File: config.mk
export PLATFORM = sky130hd
export DESIGN_NAME = histogram_mode_level_classifier
export DESIGN_NICKNAME = d
export VERILOG_FILES = /design/src/rtl/hmlc_pkg.sv /design/src/rtl/hmlc_ctrl.sv /design/src/rtl/hmlc_datapath.sv /design/src/rtl/histogram_mode_level_classifier.sv
export SDC_FILE = /design/constraint.sdc
export NUM_CORES = 2
export LEC_CHECK = 0
export BUFFER_PORTS_ARGS = -buffer_cell sky130_fd_sc_hd__buf_4
export CELL_PAD_IN_SITES_DETAIL_PLACEMENT = 0
export CELL_PAD_IN_SITES_GLOBAL_PLACEMENT = 2
export CORE_UTILIZATION = 30
export DETAILED_ROUTE_END_ITERATION = 12
export PLACE_DENSITY = 0.5
export SLEW_MARGIN = 20
export SYNTH_ARGS = -nofsm -noshare
export SYNTH_HDL_FRONTEND = slang
export SYNTH_HIERARCHICAL = 1
export SYNTH_SLANG_ARGS = --single-unit
File: constraint.sdc
create_clock -name clk_i -period 12.9 [get_ports clk_i]
set_input_delay 0.645 -clock clk_i [delete_from_list [all_inputs] [get_ports clk_i]]
set_output_delay 0.645 -clock clk_i [all_outputs]
set_load 0.02 [all_outputs]
File: src/rtl/hmlc_pkg.sv
package hmlc_pkg;

  localparam int unsigned BIN_COUNT_DEF   = 256;
  localparam int unsigned COUNT_WIDTH_DEF = 16;

  localparam int unsigned PIX_W      = 8;
  localparam int unsigned PIX_RANGE  = 256;
  localparam int unsigned BIN_OUT_W  = 8;
  localparam int unsigned CNT_OUT_W  = 16;
  localparam int unsigned CLASS_W    = 3;
  localparam int unsigned THR_W      = 9;
  localparam int unsigned NUM_LEVELS = 5;
  localparam int unsigned CFG_IDX_W  = 3;
  localparam int unsigned M_DATA_W   = 32;

  localparam logic [THR_W-1:0] THR_RESET [NUM_LEVELS] = '{
    9'd200, 9'd170, 9'd140, 9'd110, 9'd80
  };

  typedef enum logic [1:0] {
    ST_CLEAR,
    ST_IDLE,
    ST_UPDATE,
    ST_EMIT
  } hmlc_state_e;

  typedef struct packed {
    logic accept;
    logic update;
    logic load_out;
    logic clear_wr;
  } hmlc_cmd_t;

  typedef struct packed {
    logic last;
    logic out_free;
    logic clear_done;
  } hmlc_stat_t;

endpackage

File: src/rtl/hmlc_ctrl.sv
module hmlc_ctrl (
  input  logic                  clk_i,
  input  logic                  rst_ni,
  input  logic                  in_valid_i,
  output logic                  in_ready_o,
  input  hmlc_pkg::hmlc_stat_t  stat_i,
  output hmlc_pkg::hmlc_cmd_t   cmd_o
);

  hmlc_pkg::hmlc_state_e state_q, state_d;

  always_ff @(posedge clk_i or negedge rst_ni) begin
    if (!rst_ni) begin
      state_q <= hmlc_pkg::ST_CLEAR;
    end else begin
      state_q <= state_d;
    end
  end

  always_comb begin
    state_d    = state_q;
    cmd_o      = '0;
    in_ready_o = 1'b0;
    unique case (state_q)
      hmlc_pkg::ST_CLEAR: begin
        cmd_o.clear_wr = 1'b1;
        if (stat_i.clear_done) begin
          state_d = hmlc_pkg::ST_IDLE;
        end
      end
      hmlc_pkg::ST_IDLE: begin
        in_ready_o = 1'b1;
        if (in_valid_i) begin
          cmd_o.accept = 1'b1;
          state_d      = hmlc_pkg::ST_UPDATE;
        end
      end
      hmlc_pkg::ST_UPDATE: begin
        cmd_o.update = 1'b1;
        state_d      = stat_i.last ? hmlc_pkg::ST_EMIT : hmlc_pkg::ST_IDLE;
      end
      hmlc_pkg::ST_EMIT: begin
        if (stat_i.out_free) begin
          cmd_o.load_out = 1'b1;
          state_d        = hmlc_pkg::ST_CLEAR;
        end
      end
      default: begin
        state_d = hmlc_pkg::ST_CLEAR;
      end
    endcase
  end

endmodule

File: src/rtl/hmlc_datapath.sv
module hmlc_datapath #(
  parameter int unsigned BIN_COUNT   = hmlc_pkg::BIN_COUNT_DEF,
  parameter int unsigned COUNT_WIDTH = hmlc_pkg::COUNT_WIDTH_DEF
) (
  input  logic                            clk_i,
  input  logic                            rst_ni,
  input  hmlc_pkg::hmlc_cmd_t             cmd_i,
  output hmlc_pkg::hmlc_stat_t            stat_o,
  input  logic [hmlc_pkg::PIX_W-1:0]      pixel_value_i,
  input  logic                            last_pixel_i,
  input  logic                            cfg_valid_i,
  input  logic [hmlc_pkg::CFG_IDX_W-1:0]  cfg_index_i,
  input  logic [hmlc_pkg::THR_W-1:0]      cfg_data_i,
  output logic                            out_valid_o,
  input  logic                            out_ready_i,
  output logic [hmlc_pkg::BIN_OUT_W-1:0]  mode_bin_o,
  output logic [hmlc_pkg::CNT_OUT_W-1:0]  mode_count_o,
  output logic [hmlc_pkg::CLASS_W-1:0]    level_class_o
);

  localparam int unsigned BIN_W  = $clog2(BIN_COUNT);
  localparam int unsigned PROD_W = hmlc_pkg::PIX_W + BIN_W + 1;
  localparam int unsigned SHIFT  = $clog2(hmlc_pkg::PIX_RANGE);
  localparam logic [COUNT_WIDTH-1:0] CNT_MAX = {COUNT_WIDTH{1'b1}};
  localparam logic [BIN_W-1:0] LAST_BIN = BIN_W'(BIN_COUNT - 1);

  logic [COUNT_WIDTH-1:0] mem [BIN_COUNT];
  logic [COUNT_WIDTH-1:0] rd_q;
  logic [BIN_W-1:0]       bin_q, bin_in;
  logic                   last_q;
  logic [PROD_W-1:0]      prod;

  logic [BIN_W-1:0]       best_bin_q, best_bin_d;
  logic [COUNT_WIDTH-1:0] best_cnt_q, best_cnt_d;
  logic [BIN_W-1:0]       clr_idx_q, clr_idx_d;
  logic [COUNT_WIDTH-1:0] inc;

  logic                   wr_en;
  logic [BIN_W-1:0]       wr_addr;
  logic [COUNT_WIDTH-1:0] wr_data;

  logic [hmlc_pkg::THR_W-1:0] thr_q [hmlc_pkg::NUM_LEVELS];

  logic                             out_valid_q, out_valid_d;
  logic [hmlc_pkg::BIN_OUT_W-1:0]   mode_bin_q;
  logic [hmlc_pkg::CNT_OUT_W-1:0]   mode_count_q;
  logic [hmlc_pkg::CLASS_W-1:0]     level_class_q;
  logic [hmlc_pkg::BIN_OUT_W-1:0]   mode_bin_w;
  logic [hmlc_pkg::CNT_OUT_W-1:0]   mode_count_w;
  logic [hmlc_pkg::CLASS_W-1:0]     level_class_w;
  logic [31:0]                      best_ext;

  // bin index: pixel * bins / pixel range
  assign prod   = PROD_W'(pixel_value_i) * PROD_W'(BIN_COUNT);
  assign bin_in = BIN_W'(prod >> SHIFT);

  assign inc = (rd_q == CNT_MAX) ? rd_q : rd_q + 1'b1;

  always_comb begin
    wr_en   = 1'b0;
    wr_addr = clr_idx_q;
    wr_data = '0;
    if (cmd_i.update) begin
      wr_en   = 1'b1;
      wr_addr = bin_q;
      wr_data = inc;
    end else if (cmd_i.clear_wr) begin
      wr_en = 1'b1;
    end
  end

  always_ff @(posedge clk_i) begin
    if (wr_en) begin
      mem[wr_addr] <= wr_data;
    end
    if (cmd_i.accept) begin
      rd_q   <= mem[bin_in];
      bin_q  <= bin_in;
      last_q <= last_pixel_i;
    end
  end

  always_comb begin
    best_bin_d = best_bin_q;
    best_cnt_d = best_cnt_q;
    if (cmd_i.load_out) begin
      best_bin_d = '0;
      best_cnt_d = '0;
    end else if (cmd_i.update) begin
      if ((inc > best_cnt_q) || ((inc == best_cnt_q) && (bin_q < best_bin_q))) begin
        best_bin_d = bin_q;
        best_cnt_d = inc;
      end
    end
  end

  always_comb begin
    clr_idx_d = clr_idx_q;
    if (cmd_i.clear_wr && !cmd_i.update) begin
      clr_idx_d = (clr_idx_q == LAST_BIN) ? '0 : clr_idx_q + 1'b1;
    end
  end

  always_ff @(posedge clk_i or negedge rst_ni) begin
    if (!rst_ni) begin
      best_bin_q <= '0;
      best_cnt_q <= '0;
      clr_idx_q  <= '0;
    end else begin
      best_bin_q <= best_bin_d;
      best_cnt_q <= best_cnt_d;
      clr_idx_q  <= clr_idx_d;
    end
  end

  always_ff @(posedge clk_i or negedge rst_ni) begin
    if (!rst_ni) begin
      thr_q <= hmlc_pkg::THR_RESET;
    end else if (cfg_valid_i && (32'(cfg_index_i) < hmlc_pkg::NUM_LEVELS)) begin
      thr_q[cfg_index_i] <= cfg_data_i;
    end
  end

  assign mode_bin_w = hmlc_pkg::BIN_OUT_W'(best_bin_q);
  assign best_ext   = 32'(best_cnt_q);
  assign mode_count_w = (best_ext > 32'h0000_FFFF) ? 16'hFFFF
                                                   : best_ext[hmlc_pkg::CNT_OUT_W-1:0];

  // first threshold met wins, so scan from the last level down
  always_comb begin
    level_class_w = hmlc_pkg::CLASS_W'(hmlc_pkg::NUM_LEVELS);
    for (int k = hmlc_pkg::NUM_LEVELS - 1; k >= 0; k--) begin
      if ({1'b0, mode_bin_w} >= thr_q[k]) begin
        level_class_w = hmlc_pkg::CLASS_W'(k);
      end
    end
  end

  always_comb begin
    out_valid_d = out_valid_q;
    if (out_valid_q && out_ready_i) begin
      out_valid_d = 1'b0;
    end
    if (cmd_i.load_out) begin
      out_valid_d = 1'b1;
    end
  end

  always_ff @(posedge clk_i or negedge rst_ni) begin
    if (!rst_ni) begin
      out_valid_q <= 1'b0;
    end else begin
      out_valid_q <= out_valid_d;
    end
  end

  always_ff @(posedge clk_i) begin
    if (cmd_i.load_out) begin
      mode_bin_q    <= mode_bin_w;
      mode_count_q  <= mode_count_w;
      level_class_q <= level_class_w;
    end
  end

  assign stat_o.last       = last_q;
  assign stat_o.out_free   = !out_valid_q || out_ready_i;
  assign stat_o.clear_done = (clr_idx_q == LAST_BIN);

  assign out_valid_o   = out_valid_q;
  assign mode_bin_o    = mode_bin_q;
  assign mode_count_o  = mode_count_q;
  assign level_class_o = level_class_q;

endmodule

File: src/rtl/histogram_mode_level_classifier.sv
// Histogram mode classifier: pixels of one region arrive one per item, tlast on the
// final one. Each pixel's bin is read from the single-port bin memory, then its
// saturated count is written back and the mode updated before the next pixel is
// taken. After the last pixel the block waits until the previous result is claimed,
// and then the histogram is swept clear, one bin per cycle, while no pixel is taken;
// the same sweep runs after reset. The result (mode bin, its count, and its class
// from the five thresholds tested level 0 first) waits in an output register, so the
// next region may start while it is still unclaimed. Threshold writes are accepted
// every cycle and take effect on the next result.
module histogram_mode_level_classifier #(
  parameter int unsigned BIN_COUNT   = hmlc_pkg::BIN_COUNT_DEF,
  parameter int unsigned COUNT_WIDTH = hmlc_pkg::COUNT_WIDTH_DEF
) (
  input  logic                            clk_i,
  input  logic                            rst_ni,
  input  logic                            s_axis_tvalid,
  output logic                            s_axis_tready,
  input  logic [hmlc_pkg::PIX_W-1:0]      s_axis_tdata,   // pixel_value
  input  logic                            s_axis_tlast,
  output logic                            m_axis_tvalid,
  input  logic                            m_axis_tready,
  output logic [hmlc_pkg::M_DATA_W-1:0]   m_axis_tdata,   // mode_bin, mode_count, level_class
  input  logic                            cfg_valid_i,
  output logic                            cfg_ready_o,
  input  logic [hmlc_pkg::CFG_IDX_W-1:0]  cfg_index_i,
  input  logic [hmlc_pkg::THR_W-1:0]      cfg_data_i
);

  hmlc_pkg::hmlc_cmd_t  cmd;
  hmlc_pkg::hmlc_stat_t stat;

  logic [hmlc_pkg::BIN_OUT_W-1:0] mode_bin;
  logic [hmlc_pkg::CNT_OUT_W-1:0] mode_count;
  logic [hmlc_pkg::CLASS_W-1:0]   level_class;

  hmlc_ctrl u_ctrl (
    .clk_i      (clk_i),
    .rst_ni     (rst_ni),
    .in_valid_i (s_axis_tvalid),
    .in_ready_o (s_axis_tready),
    .stat_i     (stat),
    .cmd_o      (cmd)
  );

  hmlc_datapath #(
    .BIN_COUNT   (BIN_COUNT),
    .COUNT_WIDTH (COUNT_WIDTH)
  ) u_datapath (
    .clk_i         (clk_i),
    .rst_ni        (rst_ni),
    .cmd_i         (cmd),
    .stat_o        (stat),
    .pixel_value_i (s_axis_tdata),
    .last_pixel_i  (s_axis_tlast),
    .cfg_valid_i   (cfg_valid_i),
    .cfg_index_i   (cfg_index_i),
    .cfg_data_i    (cfg_data_i),
    .out_valid_o   (m_axis_tvalid),
    .out_ready_i   (m_axis_tready),
    .mode_bin_o    (mode_bin),
    .mode_count_o  (mode_count),
    .level_class_o (level_class)
  );

  assign cfg_ready_o  = 1'b1;
  assign m_axis_tdata = {5'b0, level_class, mode_count, mode_bin};

endmodule

# Word-level counts from Yosys, hierarchy flattened
# Memory sizes are Yosys's and may differ from the RTL's. A register that Yosys moved wholly into a read port is not among the register bits.
# Index checks and enable logic that the tools add are counted.
[totals]
regBits = 116
ramBits = 4096
in_bits = 26
out_inout_bits = 35
wordCells = 93
mem_count = 1
[mem_list]
columns = ["memory", "depth", "word_bits", "rd", "rd_clocked_by_memory_dff", "wr", "line", "rtl"]
rows = [
  ["u_datapath.mem", 256, 16, 1, 1, 1, "hmlc_datapath.sv:27", "logic [COUNT_WIDTH-1:0] mem [BIN_COUNT];"],
]
[classes]
addsub = 2
order_cmp = 11
eq_ne = 9
mux = 35
n_bitwise = 1
reduce_logical = 17
[ops]
columns = ["cell", "n"]
rows = [
  ["$mux W16", 5],
  ["$bwmux W45", 1],
  ["$ge A8 B9 Y1", 5],
  ["$mux W8", 5],
  ["$demux W9 S3", 1],
  ["$add A16 B1 Y16 const B", 1],
  ["$eq A16 B16 Y1", 1],
  ["$eq A16 B16 Y1 const B", 1],
  ["$gt A16 B16 Y1", 1],
  ["$gt A16 B16 Y1 const B", 1],
  ["$mux W1", 15],
  ["$mux W2", 6],
  ["$mux W9", 1],
  ["$add A8 B1 Y8 const B", 1],
  ["$eq A8 B8 Y1 const B", 1],
  ["$lt A8 B8 Y1", 1],
  ["$pmux W2 S4", 1],
  ["$ne A2 B2 Y1 const B", 3],
  ["$reduce_bool A2 Y1", 3],
  ["$logic_and A1 B1 Y1", 5],
  ["$eq A2 B2 Y1 const B", 2],
  ["$ge A4 B4 Y1 const B", 1],
  ["$lt A4 B1 Y1 const B", 1],
  ["$not A3 Y4", 1],
  ["9 further kinds", 11],
]

# Longest topological paths before layout
[logic_depth]
word_depth = 8
depth_mapped = 17
depth_no_buf = 15

# Cells and area by module
# The synthesis kept the hierarchy.
[by_module_without_submodules]
columns = ["module", "n_inst", "cells_per_inst", "area_per_inst_um2", "seq_area_each_um2"]
rows = [
  ["hmlc_datapath", 1, 7582, 163942.2, 126532.6],
  ["hmlc_ctrl", 1, 15, 122.6, 50.0],
  ["histogram_mode_level_classifier", 1, 8, 52.6, 0.0],
]

# Worst setup path after synthesis
# No wires, ideal clock.
[synth_path]
path_kind = "register -> register"
from = "register u_datapath.rd_q[0] (read register of u_datapath.mem)"
to = "memory u_datapath/mem[0][8] (netlist bit), data pin"
setup_time_ps = 1453
arrival_ps = 7909
t_required_ps = 11447
setup_slack_ps = 3538
path_stages_with_launch = 9
n_path_buf = 1
synth_period_minus_slack_ps = 9362
cell_sequence = "edfxtp_1 -> ha_1 -> nand2_1 -> nor3_1 -> and2_1 -> buf_2 -> nor4b_1 -> xnor2_1 -> nor2b_1"
[synth_via]
elab_chain_len = 3
elab_cells_between_ends = 4
classes_between = "add/sub: 1; eq/ne: 1; mux: 2"
[synth_rtl]
columns = ["item", "line", "rtl"]
rows = [
  ["from (decl)", "hmlc_datapath.sv:28", "logic [COUNT_WIDTH-1:0] rd_q;"],
  ["$add A16 B1 Y16 or $eq A16 B16 Y1 (tied branches)", "hmlc_datapath.sv:57", "assign inc = (rd_q == CNT_MAX) ? rd_q : rd_q + 1'b1;"],
  ["$mux W16 *", "hmlc_datapath.sv:57", ""],
  ["$mux W16 *", "hmlc_datapath.sv:63", "if (cmd_i.update) begin"],
  ["named net u_datapath.wr_data[8]", "hmlc_datapath.sv:40", "logic [COUNT_WIDTH-1:0] wr_data;"],
  ["to (decl)", "hmlc_datapath.sv:27", ""],
]
# The timed path passes the listed nets; every way through them passes the cells marked *.

# Final worst setup path
[layout_path]
from = "register u_datapath.rd_q[3] (read register of u_datapath.mem)"
to = "register u_datapath.best_cnt_q[8]"
[layout_via]
elab_chain_len = 7
elab_cells_between_ends = 12
classes_between = "add/sub: 1; order compare: 1; eq/ne: 2; mux: 4; reduce/logical: 4"
[layout_rtl]
columns = ["item", "line", "rtl"]
rows = [
  ["$add A16 B1 Y16 or $eq A16 B16 Y1 (tied branches)", "hmlc_datapath.sv:57", ""],
  ["$mux W16 *", "hmlc_datapath.sv:57", ""],
  ["branches (longest 5 deep; another with $gt A16 B16 Y1)", "-", ""],
  ["to (signal assigned)", "hmlc_datapath.sv:111", "best_cnt_q <= best_cnt_d;"],
  ["to (decl)", "hmlc_datapath.sv:34", "logic [COUNT_WIDTH-1:0] best_cnt_q, best_cnt_d;"],
]
# Every way passes the cells marked *. The select of a mux whose other input is x is not followed.
# A chain may end at the register's enable or synchronous reset.

==> flow_summary.json <==
{
  "synthArstFlopShare_pct": 1.892,
  "p_int_mw": 22.44,
  "cp-end-kind": "flip-flop",
  "ys_seq_elements": 4228,
  "cts_setup_buffers": 0,
  "pwr-share-seq_pct": 52.5,
  "max_stage_delay_ps": 870,
  "startpoint": "u_datapath/rd_q[3]",
  "hold_violations": 0,
  "place_ws_ps": 6640,
  "fillers": 50432,
  "ctsRootBufferMaster": "clkbuf_16",
  "crit_type": "flip-flop to flip-flop",
  "clk_latency_ps": 1030,
  "min_path_type": "input port to flip-flop",
  "syn_area_mm2": 0.1641,
  "first_iter_violations": 7435,
  "status": "finished, final reports clean",
  "synth_edf_count": 4148,
  "finalCriticalPeriod_ps": 5385,
  "area_delta_synth_final_pct": 16.50,
  "power_switching_mw": 5.963,
  "ys_warn_count": 6,
  "period_share_pct": 41.74,
  "clkPwrFrac_pct": 44.9,
  "core_area_mm2": 0.5449,
  "most-common-layout-cells": "edfxtp_1 (4148), mux4_2 (891), buf_4 (519)",
  "grt_max_degree": 209,
  "clk_pin_slew_worst_paths_ps": 60,
  "vias_per_cell": 5.050,
  "max_freq_mhz": 185.7,
  "antenna_found_initial": 39,
  "totalWireLength_um": 508100,
  "skew_ps": 86.17,
  "cts_buffers": 454,
  "synth_cell_types": 66,
  "power.leakage_nw": 50.05,
  "drive_gt1_share_pct": 29.02,
  "cp.buffers_inverters": 1,
  "finalPower_mw": 28.41,
  "ant_nets": 0,
  "place_hpwl_um": 301500,
  "post_cts_resized": 0,
  "htree_levels": 5,
  "synth_top_flop_cell": "edfxtp_1",
  "rrSetupSlack_ps": 7520,
  "final_cells": 15843,
  "rows": 271,
  "die_x_um": 741.6,
  "min_to": "u_datapath/bin_q[5]",
  "setup_ws_ps": 7515,
  "worst-path-max-fanout": 24,
  "dpl.cell_count": 14967,
  "clk_path_buf_depth": 4,
  "hold_depth": 1,
  "finalHoldWorstSlack_ps": 132.4,
  "fp.dieArea_mm2": 0.5500,
  "cts_hold_buffers": 16,
  "maxCapViolations": 0,
  "drc": 0,
  "crit_chain": "nand4_1 -> nor4_1 -> and2_1 -> nor3_1 -> xnor2_1 -> inv_1 -> ha_1 -> nand4_1 -> nor4_1 -> a2111oi_0 -> a21oi_4 -> mux2_2",
  "finalMaxSlewViolations": 0,
  "synth.avg_cell_area_um2": 21.58,
  "synth_cells": 7605,
  "final_common_cell": "edfxtp_1",
  "cts.sinks": 4228,
  "initial_core_util_pct": 30.12,
  "worstPathRequired_ps": 13800,
  "crit_slowest_cell": "a21oi_4",
  "max_slew_margin_pct": 15.22,
  "grt_pass1_wl_um": 697000,
  "gr-total-overflow": 0,
  "ys_seq_area_share_pct": 77.13,
  "power.density_mw_per_mm2": 148.6,
  "cp-start-kind": "flip-flop",
  "min_from": "s_axis_tdata[5]",
  "setup_viol": 0,
  "place_congestion": 0.7690,
  "portBuffers": 54,
  "combPwrFrac_pct": 2.7,
  "cp.arrival_ps": 6280,
  "cts_tree": "built",
  "cp_top_family": "simple AND/OR/NAND/NOR gates",
  "drtPass1Iterations": 5,
  "r2r_end": "u_datapath/best_cnt_q[8]",
  "grt_pass1_vias": 82202,
  "wl_per_cell_um": 32.07,
  "die_h_um": 741.6,
  "rsz0062_at_grt": "false",
  "finalNetCount": 8298,
  "ir_drop_v": 0.0001272,
  "r2r_cells": 12,
  "rr_startpoint": "u_datapath/rd_q[3]",
  "grt.total_usage_pct": 18.11,
  "setup_tns_ps": 0,
  "sw_frac_of_total_pct": 20.99,
  "via_count": 80003,
  "ios": 61,
  "worstMarginPinSlew_ps": 1269
}
[state kept, by name, summed over array words and instances, names as in the netlist]
signal	count
u_datapath/out_valid_o	1
u_datapath/mode_bin_o	8
u_datapath/clr_idx_q	8
u_datapath/mode_count_o	16
u_datapath/mem	4096
u_datapath/best_cnt_q	16
u_ctrl/state_q	2
u_datapath/bin_q	8
u_datapath/best_bin_q	8
u_datapath/last_q	1
u_datapath/thr_q	45
u_datapath/rd_q	16
u_datapath/level_class_o	3
[how the worst max path moves through the flow]
stage | end | slack (ps) | cells after the start
global route | u_datapath/best_cnt_q[8] | 7070 | 12
floorplan | u_datapath/mem[0][8] | 3540 | 8
CTS | u_datapath/best_cnt_q[8] | 7440 | 12
detailed placement | u_datapath/rd_q[15] | 6640 | 11
finish | u_datapath/best_cnt_q[8] | 7520 | 12
global placement | u_datapath/rd_q[11] | 5500 | 12
[synthesized netlist by cell type, drive strengths merged, types with 11 or more instances]
cell type,number,share of area (%)
edfxtp,4148,76
mux4,891,12
mux2i,491,3.0
nor2,315,0.72
o22ai,247,0.94
buf,243,1.0
clkbuf,185,0.43
mux2,153,1.0
a2111oi,116,0.62
nand2,97,0.22
inv,80,0.18
ha,65,0.50
a22oi,64,0.29
dfrtp,63,0.96
o21ai,53,0.16
a21oi,47,0.14
nand2b,47,0.18
nand3,40,0.12
nor4,37,0.14
nor2b,24,0.091
a21o,18,0.082
dfstp,17,0.27
and2,14,0.053
o211ai,14,0.064
nand3b,11,0.050
nor3,11,0.034
[power by group through the flow]
stage          Sequential (mW)  Combinational [mW]  Clock, mW
4_1_cts                   14.9               0.783       13.1
6_report                  14.9               0.759       12.7
2_1_floorplan             15.2               0.475          0
3_5_place_dp              15.2               0.778          0
3_3_place_gp              15.2               0.768          0
5_1_grt                   14.9               0.810       13.6
[worst reg2reg max path, stage by stage, from the launching register on]
cell       delay (ps)
edfxtp_1          680
nand4_1           350
nor4_1            600
and2_1            420
nor3_1            100
xnor2_1           530
inv_1             110
ha_1              320
nand4_1           130
nor4_1            480
a2111oi_0         220
a21oi_4           870
mux2_2            430
[area by class of cell]
cell class	count	area, um2	area share (%)
Tap cell	7234	9051	4.734
Inverter	81	304.0	0.1590
Antenna cell	16	40.04	0.02094
Clock inverter	274	2510	1.313
Clock buffer	568	11910	6.227
Sequential cell	4228	126600	66.21
Timing Repair Buffer	570	4677	2.446
Multi-Input combinational cell	2872	36130	18.90
[per-stage QoR]
step	util (%)	cell area [um2]
after floorplan	-	164100
after global placement	32.31	176100
after detailed placement	32.39	176500
after CTS	35.07	191100
after global routing	35.08	191200
final	35.09	191200
[metal layers]
metal | up-vias | track usage [%] | wire length (um)
met4 | 4 | 3.871 | 10660
met1 | 44232 | 24.35 | 218500
met3 | 573 | 2.682 | 24360
met2 | 1966 | 31.13 | 254500
met5 | - | 0 | 33
li1 | 33228 | - | -
[logic make-up (layout without fill, tap and decap cells)]
logic type | after synthesis | count (layout) | share of synthesized area (%)
adder cells (fa/ha/maj) | 65 | 65 | 0.4955
AO/OA/AOI/OAI | 628 | 628 | 2.658
multiplexers | 1535 | 1535 | 16.27
XOR/XNOR | 11 | 11 | 0.05871
other | 2 | 22 | 0.004576
AND/OR/NAND/NOR | 627 | 627 | 1.744
buffers and inverters | 509 | 1493 | 1.639
flip-flops | 4228 | 4228 | 77.13
No activity file was read; power rests on OpenSTA's default activity.
